[config.mk]
export PLATFORM = sky130hd
export DESIGN_NAME = lpuht_fifo
export DESIGN_NICKNAME = d
export VERILOG_FILES = /design/src/lpuht_pkg.sv /design/src/lpuht_fifo.sv
export SDC_FILE = /design/constraint.sdc
export NUM_CORES = 1
export LEC_CHECK = 0
export BUFFER_PORTS_ARGS = -buffer_cell sky130_fd_sc_hd__buf_2
export CORE_AREA = 2 2 39 41
export CTS_BUF_LIST = sky130_fd_sc_hd__clkbuf_4
export DETAILED_ROUTE_END_ITERATION = 12
export DIE_AREA = 0 0 41 43
export HOLD_SLACK_MARGIN = 0.1
export PLACE_DENSITY = 0.41
export SYNTH_ARGS = -nofsm -noshare
export SYNTH_HDL_FRONTEND = slang
export SYNTH_SLANG_ARGS = --single-unit
[constraint.sdc]
create_clock -name clock -period 1.8 [get_ports clock]
set_clock_uncertainty 0.15 [all_clocks]
set_input_delay 0.27 -clock clock [delete_from_list [all_inputs] [get_ports clock]]
set_output_delay 0.27 -clock clock [all_outputs]
set_load 0.01 [all_outputs]
[src/lpuht_pkg.sv]
// Package for the linear-probe identifier hash table.
// Holds the item, result and command structs and the operation and status codes.
// Depends on nothing; every other file imports it.
package lpuht_pkg;

   localparam int LOG_SIZE_BITS = 5;
   localparam int CSR_DATA_BITS = 32;
   localparam int CSR_ADDR_BITS = 3;

   localparam logic [LOG_SIZE_BITS-1:0] LOG_SIZE_RESET = 5'd16;
   localparam logic                     CSR_IDX_LOG_SIZE = 1'b0;

   localparam logic [1:0] KIND_LOOKUP = 2'd0;
   localparam logic [1:0] KIND_INSERT = 2'd1;
   localparam logic [1:0] KIND_CLEAR  = 2'd2;

   localparam logic [1:0] STATUS_OK        = 2'd0;
   localparam logic [1:0] STATUS_NOT_FOUND = 2'd1;
   localparam logic [1:0] STATUS_FULL      = 2'd2;

   typedef enum logic [1:0] {
      OP_LOOKUP,
      OP_INSERT,
      OP_CLEAR,
      OP_NOP
   } op_type;

   typedef struct packed {
      logic [1:0]  kind;
      logic [63:0] key_head;
      logic [63:0] key_tail;
      logic [31:0] entry_value;
   } req_type;

   typedef struct packed {
      logic [1:0]  status;
      logic [31:0] found_value;
   } rsp_type;

   typedef struct packed {
      op_type                   op;
      logic [63:0]              key_head;
      logic [63:0]              key_tail;
      logic [31:0]              entry_value;
      logic [LOG_SIZE_BITS-1:0] slot_log2;
   } cmd_type;

endpackage

[src/lpuht_fifo.sv]
// Small first-in first-out queue of registers for any packed item type.
// Used between front and back and on the result side; imports lpuht_pkg for style only.
module lpuht_fifo
   import lpuht_pkg::*;
#(
   parameter type item_type = logic,
   parameter int  DEPTH     = 2
) (
   input  logic     clock,
   input  logic     reset,
   input  logic     push,
   input  item_type wr_item,
   output logic     full,
   input  logic     pop,
   output item_type rd_item,
   output logic     empty
);

   localparam int PW = (DEPTH > 1) ? $clog2(DEPTH) : 1;
   localparam int CW = $clog2(DEPTH + 1);

   item_type        store_ff [DEPTH];
   logic [PW-1:0]   wr_ptr_ff;
   logic [PW-1:0]   rd_ptr_ff;
   logic [CW-1:0]   count_ff;
   logic            do_push;
   logic            do_pop;

   assign full    = (count_ff == CW'(DEPTH));
   assign empty   = (count_ff == '0);
   assign do_push = push && !full;
   assign do_pop  = pop && !empty;
   assign rd_item = store_ff[rd_ptr_ff];

   always_ff @(posedge clock) begin
      if (do_push) begin
         store_ff[wr_ptr_ff] <= wr_item;
      end
   end

   always_ff @(posedge clock) begin
      if (reset) begin
         wr_ptr_ff <= '0;
         rd_ptr_ff <= '0;
         count_ff  <= '0;
      end else begin
         if (do_push) begin
            wr_ptr_ff <= (wr_ptr_ff == PW'(DEPTH - 1)) ? '0 : wr_ptr_ff + 1'b1;
         end
         if (do_pop) begin
            rd_ptr_ff <= (rd_ptr_ff == PW'(DEPTH - 1)) ? '0 : rd_ptr_ff + 1'b1;
         end
         if (do_push && !do_pop) begin
            count_ff <= count_ff + 1'b1;
         end else if (do_pop && !do_push) begin
            count_ff <= count_ff - 1'b1;
         end
      end
   end

   a_count_bound: assert property (@(posedge clock) disable iff (reset)
      count_ff <= CW'(DEPTH))
      else $error("queue holds more than its depth");

endmodule

==> results.md <==
- Status: finished clean
- DRT iter0 DRCs: 4
- Port Buffers: 7
- Critical path data required time: 1840 ps
- Synthesis-to-finish area growth: 36.4%
- Synthesized cell area: 289 um2
- Final setup viols: 0
- DR vias: 226
- Horiz. Die Dim: 41 um
- Most common cell after layout, fill and taps aside: buf_2
- Bufs on Longest Clock Path: 2
- Min Tclk post-route: 1690 ps
- Post-synth top area cell: dfxtp_1
- Largest net degree at the start of global routing: 6
- Drt wl/cell: 9.11 um
- CTS tree: yes
- Switching part of the total: 32.6%
- CTS Sinks: 7
- Io pins: 8
- Max-capacitance violation count: 0
- Syn avg cell area: 10.3 um2
- Synth Warn #: 0
- Placeable core region: 1380 um2
- Worst-path clk slew: 50 ps
- Initial Util: 20.9%
- N_diodes: 0
- Pleak: 0.178 nW
- Yosys reg bits: 7
- Clock Tree Root: clkbuf_4
- Layer with the highest usage: met4
- Clock Latency Late Sink: 250 ps
- Sequential Power Share: 39.7%
- Die Ht: 43 um
- GR Util met2: 8.75%
- Period utilisation layout: 93.7%
- Setup TNS: 0 ps
- Slew of the pin with the lowest slew margin: 282 ps
- Clock network power share: 26.1%
- IR drop worst, VDD: 0.403 mV
- Area share of the largest cell type after synthesis: 34.6%
- Library cells used by synthesis: 12
- DRC errors left: 0
- Number of placement rows: 14
- Resize count post-CTS: 0
- Gate Count Post-Synth: 28
- Pwr/cell area: 1560 nW/um2
- Post-DP Area: 344 um2
- Max frequency: 0.593 GHz
- Largest fanout on the critical path: 5
- Nets: 48
- Total CTS buffers: 3
- Critical path endpoint category: flop
- RSZ-0062 raised after global routing: false
- Worst slew margin: 81.0%
- Final Max Slew Viols: 0
- WL final: 519 um
- Critical Path AT: 1720 ps
- Fraction of layout instances using a drive strength above 1: 31.7%
- Logic pwr share: 34.2%
- Vias in the first global route: 203
- Initial antenna violation count: 0
- Worst Setup Start Kind: flop
- Post-CTS Setup Bufs: 0
- Internal cell power: 414 uW
- Total track usage: 7.95%
- First-pass GRT wire length: 828 um
- Worst Hold Class: input pin to flop
- Antenna viol nets, final: 0
- CTS Hold Bufs: 2
- GP Congestion: 0.744
- First-pass iteration count of the detailed router: 4
- Die area: 1760 um2
- Seq/Total Area, Yosys: 55.4%
- Final Cell Area: 394 um2
- Final Hold Viols: 0
- GRT overflow: 0
- Commonest cells after routing, fill and taps aside: buf_2 (7), nor2_1 (5), dfxtp_1 (5), clkbuf_4 (4)
- Dpl hpwl: 367 um
- P_sw: 200 uW
- Area contributors post-synth: dfxtp_1 (35%), edfxtp_1 (21%), xor2_1 (9.1%), nor2_1 (6.5%), o21ai_0 (5.2%)
- Clock H-tree levels: 1
- Met1 global-route usage: 8.41%
- Crit Path Class: flop to flop
- Met3 GRT Util: 5.24%
- Vias per cell: 3.96
- Post-synth net total: 34
-- layer usage --
layer  wire [um]  vias to the layer above
met3          39                        2
met1         222                      100
met4           6                        0
met2         250                        5
li1            -                      119
met5           0                        -
-- critical path, cell delays in order, from the launching register on --
cell and delay [ps]:
dfxtp_1 360, nor2b_2 220, nor2_1 90, ha_1 310, or3_1 350, a21oi_1 140
-- per-stage QoR --
stage | setup slack (ps) | instances | power [mW] | hold WS [ps] | utilization, %
after global placement | 155 | 51 | 0.445 | 311 | 24.9
after floorplan | 181 | 28 | 0.394 | 189 | -
after CTS | 117 | 57 | 0.627 | 231 | 28.5
final | 113 | 57 | 0.614 | 250 | 28.5
after global routing | 13.5 | 57 | 0.667 | 261 | 28.5
after detailed placement | 141 | 51 | 0.452 | 313 | 24.9
-- cells in the mapped netlist, drive strengths merged --
cell,number
dfxtp,5
nor2,5
o21ai,3
xor2,3
a21oi,2
edfxtp,2
inv,2
or3,2
and2,1
ha,1
mux2,1
nor2b,1
-- final cells by class --
type / count / area (um2)
repair buffers: 9 / 55.1
flip-flops and latches: 7 / 160
fillers: 152 / 990
clock buffers: 4 / 30.0
multi-input cells: 19 / 121
inverters: 2 / 7.51
well taps: 16 / 20.0
-- power by group through the flow --
| stage | logic [mW] | clock network, mW | registers, mW |
|---|---|---|---|
| CTS | 0.211 | 0.171 | 0.244 |
| detailed placement | 0.205 | 0 | 0.247 |
| floorplan | 0.153 | 0 | 0.241 |
| finish | 0.210 | 0.160 | 0.244 |
| global route | 0.237 | 0.180 | 0.249 |
| global placement | 0.200 | 0 | 0.245 |
-- kinds of logic after synthesis --
kind of cell,share of synthesized area [%]
xor+xnor,9.09
flops,55.4
compound gates,8.66
fa+ha+maj,4.33
simple gates,16.0
mux,3.90
buf+inv,2.60
-- final timing paths --
path	from	endpoint	slack [ps]	cells after the start
max	count_ff[1]	count_ff[1]	110	5
min	push	wr_ptr_ff	250	4
max reg2reg	count_ff[1]	count_ff[1]	110	5
min reg2reg	wr_ptr_ff	wr_ptr_ff	340	2
(Power assumes the default switching activity.)
