$ cat src/lpuht_pkg.sv
// Package for the linear-probe identifier hash table.
// Holds the item, result and command structs and the operation and status codes.
// Depends on nothing; every other file imports it.
package lpuht_pkg;

   localparam int LOG_SIZE_BITS = 5;
   localparam int CSR_DATA_BITS = 32;
   localparam int CSR_ADDR_BITS = 3;

   localparam logic [LOG_SIZE_BITS-1:0] LOG_SIZE_RESET = 5'd16;
   localparam logic                     CSR_IDX_LOG_SIZE = 1'b0;

   localparam logic [1:0] KIND_LOOKUP = 2'd0;
   localparam logic [1:0] KIND_INSERT = 2'd1;
   localparam logic [1:0] KIND_CLEAR  = 2'd2;

   localparam logic [1:0] STATUS_OK        = 2'd0;
   localparam logic [1:0] STATUS_NOT_FOUND = 2'd1;
   localparam logic [1:0] STATUS_FULL      = 2'd2;

   typedef enum logic [1:0] {
      OP_LOOKUP,
      OP_INSERT,
      OP_CLEAR,
      OP_NOP
   } op_type;

   typedef struct packed {
      logic [1:0]  kind;
      logic [63:0] key_head;
      logic [63:0] key_tail;
      logic [31:0] entry_value;
   } req_type;

   typedef struct packed {
      logic [1:0]  status;
      logic [31:0] found_value;
   } rsp_type;

   typedef struct packed {
      op_type                   op;
      logic [63:0]              key_head;
      logic [63:0]              key_tail;
      logic [31:0]              entry_value;
      logic [LOG_SIZE_BITS-1:0] slot_log2;
   } cmd_type;

endpackage

$ cat src/lpuht_front.sv
// Front end: configuration register, item intake and classification into commands.
// Depends on lpuht_pkg; feeds the command queue ahead of lpuht_back.
module lpuht_front
   import lpuht_pkg::*;
#(
   parameter int LOG_DEPTH = 16
) (
   input  logic                     clock,
   input  logic                     reset,
   input  logic                     psel,
   input  logic                     penable,
   input  logic                     pwrite,
   input  logic [CSR_ADDR_BITS-1:0] paddr,
   input  logic [CSR_DATA_BITS-1:0] pwdata,
   output logic [CSR_DATA_BITS-1:0] prdata,
   output logic                     pready,
   input  logic                     push,
   input  req_type                  req_item,
   output logic                     full,
   input  logic                     cmd_full,
   input  logic                     init_busy,
   output logic                     cmd_push,
   output cmd_type                  cmd_item
);

   localparam logic [LOG_SIZE_BITS-1:0] MAX_LOG = LOG_SIZE_BITS'(LOG_DEPTH);

   logic [LOG_SIZE_BITS-1:0] slot_log2_ff;
   logic [LOG_SIZE_BITS-1:0] slot_log2_in;
   logic [LOG_SIZE_BITS-1:0] log_clamped;
   logic                     csr_write;
   op_type                   op;

   assign pready    = 1'b1;
   assign csr_write = psel && penable && pwrite && pready;
   assign prdata    = (paddr[2] == CSR_IDX_LOG_SIZE) ?
                      CSR_DATA_BITS'(slot_log2_ff) : '0;

   always_comb begin
      slot_log2_in = slot_log2_ff;
      if (csr_write && (paddr[2] == CSR_IDX_LOG_SIZE)) begin
         slot_log2_in = pwdata[LOG_SIZE_BITS-1:0];
      end
   end

   always_ff @(posedge clock) begin
      if (reset) begin
         slot_log2_ff <= LOG_SIZE_RESET;
      end else begin
         slot_log2_ff <= slot_log2_in;
      end
   end

   always_comb begin
      if (slot_log2_ff == '0) begin
         log_clamped = LOG_SIZE_BITS'(1);
      end else if (slot_log2_ff > MAX_LOG) begin
         log_clamped = MAX_LOG;
      end else begin
         log_clamped = slot_log2_ff;
      end
   end

   always_comb begin
      case (req_item.kind)
         KIND_LOOKUP: op = OP_LOOKUP;
         KIND_INSERT: op = OP_INSERT;
         KIND_CLEAR:  op = OP_CLEAR;
         default:     op = OP_NOP;
      endcase
   end

   assign full                 = cmd_full || init_busy;
   assign cmd_push             = push && !full;
   assign cmd_item.op          = op;
   assign cmd_item.key_head    = req_item.key_head;
   assign cmd_item.key_tail    = req_item.key_tail;
   assign cmd_item.entry_value = req_item.entry_value;
   assign cmd_item.slot_log2   = log_clamped;

endmodule

$ cat config.mk
export PLATFORM = sky130hd
export DESIGN_NAME = lpuht_front
export DESIGN_NICKNAME = d
export VERILOG_FILES = /design/src/lpuht_pkg.sv /design/src/lpuht_front.sv
export SDC_FILE = /design/constraint.sdc
export NUM_CORES = 1
export LEC_CHECK = 0
export BUFFER_PORTS_ARGS = -buffer_cell sky130_fd_sc_hd__buf_2
export CAP_MARGIN = 20
export CORE_AREA = 2 2 159 161
export CTS_CLUSTER_SIZE = 24
export DETAILED_ROUTE_END_ITERATION = 8
export DIE_AREA = 0 0 161 163
export RECOVER_POWER = 100
export SYNTH_ARGS = -nofsm -noshare
export SYNTH_HDL_FRONTEND = slang
export SYNTH_SLANG_ARGS = --single-unit
$ cat constraint.sdc
create_clock -name clock -period 0.9 [get_ports clock]
set_input_delay 0.18 -clock clock [delete_from_list [all_inputs] [get_ports clock]]
set_output_delay 0.18 -clock clock [all_outputs]
set_load 0.005 [all_outputs]
==> metrics.txt <==
status finished with violations; failing checks negative setup slack; Period minus WS final 1.33 ns; port buffer count 25; Critical R2R Capture slot_log2_ff[1]; Reg area 108 sq um; Cell Chain, Critical Path or3_4 > a21oi_2 > buf_2; worst reg2reg startpoint slot_log2_ff[1]; fin crit share 1.48; Power Density 965 nW/um^2; most common cell after layout, fill and taps aside conb_1; final setup margin -0.434 ns; clock root buffer clkbuf_16; Seq/Total Area, Yosys 0.0572; largest net degree at the start of global routing 11; Fillers 2938; most frequent cells in the layout conb_1 (28), buf_2 (17), buf_6 (9), nand2b_1 (8), mux2i_1 (5); CP required 0.72 ns; Fin Clk Skew 0 ns; Die H 163 um; slowest cell delay on critical path 0.38 ns; Synth Warn # 0; CTS Hold Bufs 0; FF-to-FF path depth 3; CTS Sinks 5; ys async rst share 0; routability cong. 0.549; Wirelength per Cell 10.4 um; Starting Density 0.0709; Startpoint Class flop; Max Clock Freq 0.750 GHz; Synth Register Bits 5; # setup viols final 10; Critical Path AT 1.15 ns; Slew Viols, Final 0; top cell family by delay on the critical path simple AND/OR/NAND/NOR gates; Placement Setup Slack -0.213 ns; global-route wire length before repair 5280 um; clk_lat worst skew 0.23 ns; WS Path Type flop to output port; slowest CP cell or3_4; cts bufs inserted 3; Clock Path Buffers 2; end of the critical path cmd_item[0]; Synth Instances 230; antenna violations before repair 4; Lkg Pwr 0.403 nW; Finished Cell Area 1160 sq um; vias per cell 1.65; multi-input logic area 320 sq um; Post-Route WL 4480 um; Synth Flop Type dfxtp_1; CP bufs+invs 1; via count 708; Die Wd 161 um; Final Util 0.0469; mapped cell area 1750 sq um; Placement Cell Area 1010 sq um; nets 304; die area 26200 sq um; antenna-violating nets left 0; final hold vios 0; Overflow after GRT 0; CTS tree done; peak supply drop 795 uV; Distinct cells, synth 16; drt drc 0; row count 58; Layout area overhead -33.9%; DRT iter0 DRCs 16; total track usage 0.0333; Clock transition at path regs 0.03 ns; Critical Path Stages 3; core area 24700 sq um; max_cap viols 0; EDFF count, synth 0; max reg flops 5; vias in the first global route 729; Top Registers slot_log2_ff (5); # IOs 407; share of cells above drive strength 1 0.459; Largest Register slot_log2_ff; Pre-antenna DRT Iters 4; CP endpoint kind output port; CP max FO 2; H-tree depth 1; Worst Setup SP slot_log2_ff[1]; FF-to-FF setup slack 0.22 ns; unrepaired setup endpoints after global routing true; Hold Crit Class primary input to flop; average cell area after synthesis 7.61 sq um
[what timing repair did]
| action | in CTS | in global routing |
|---|---|---|
| buffers inserted | 0 | 1 |
| gates cloned | 0 | 0 |
| gates resized for setup | 12 | 7 |
| endpoints found under the setup margin | 11 | 11 |
| pin swaps | 2 | 3 |
[worst register-to-register path: cells and delay by family, from the launching register on]
kind	cells	cell delay [ns]
DFF	1	0.31
buffers and inverters	1	0.14
muxes	1	0.06
and+or+nand+nor	1	0.06
[per-layer routing]
| metal | vias to the layer above | global-route usage | share of wire |
|---|---|---|---|
| li1 | 211 | - | - |
| met4 | 2 | 0.0605 | 0.16 |
| met3 | 84 | 0.0489 | 0.31 |
| met5 | - | 0 | 0.0029 |
| met2 | 181 | 0.0412 | 0.39 |
| met1 | 230 | 0.0103 | 0.13 |
[worst min-delay path by stage]
stage	from	depth (start not counted)	endpoint	slack, ns
after floorplan	pwdata[0]	2	slot_log2_ff[0]	0.34
after global placement	req_item[101]	0	cmd_item[106]	0.36
after detailed placement	req_item[101]	0	cmd_item[106]	0.36
after CTS	pwdata[4]	3	slot_log2_ff[4]	0.21
after global routing	pwdata[1]	3	slot_log2_ff[1]	0.24
final	pwdata[2]	3	slot_log2_ff[2]	0.21
[report_power, final]
| group | internal, mW | leakage (nW) | switching (mW) | total (mW) |
|---|---|---|---|---|
| Sequential | 0.226 | 0.0419 | 0.00558 | 0.232 |
| Clock | 0.587 | 0.0382 | 0.152 | 0.739 |
| Combinational | 0.0760 | 0.323 | 0.0687 | 0.145 |
| Total | 0.890 | 0.403 | 0.226 | 1.12 |
[cells in the mapped netlist (2+ instances only)]
cell / n / share of area
buf_4: 188 / 0.81
nand2b_1: 8 / 0.029
dfxtp_1: 5 / 0.057
mux2i_1: 5 / 0.029
and2b_2: 4 / 0.020
nor2_1: 4 / 0.0086
clkbuf_1: 3 / 0.0064
nor2b_1: 3 / 0.011
conb_1: 2 / 0.0043
inv_1: 2 / 0.0043
[cell type report]
cell class | instances | area share
tap | 330 | 0.357
multi-input combinational | 56 | 0.277
timing repair buffer | 31 | 0.196
sequential | 5 | 0.0931
clock buffer | 4 | 0.0682
inverter | 2 | 0.00649
antenna | 1 | 0.00216
[cell families after synthesis]
kind of cell | share of synthesized area
flops | 0.0572
simple gates | 0.0808
buf+inv | 0.826
compound gates | 0.00286
other cells | 0.00429
mux | 0.0286
[through the flow]
step | std cells | hold slack, ns | power (mW) | TNS (ns)
global placement | 424 | 0.360 | 0.362 | -0.543
finish | 429 | 0.211 | 1.12 | -2.09
floorplan | 256 | 0.335 | 0.970 | -0.0814
CTS | 428 | 0.209 | 1.13 | -2.20
global route | 428 | 0.242 | 1.16 | -2.37
detailed placement | 424 | 0.360 | 0.365 | -0.609
No activity file was read; power rests on OpenSTA's default activity.
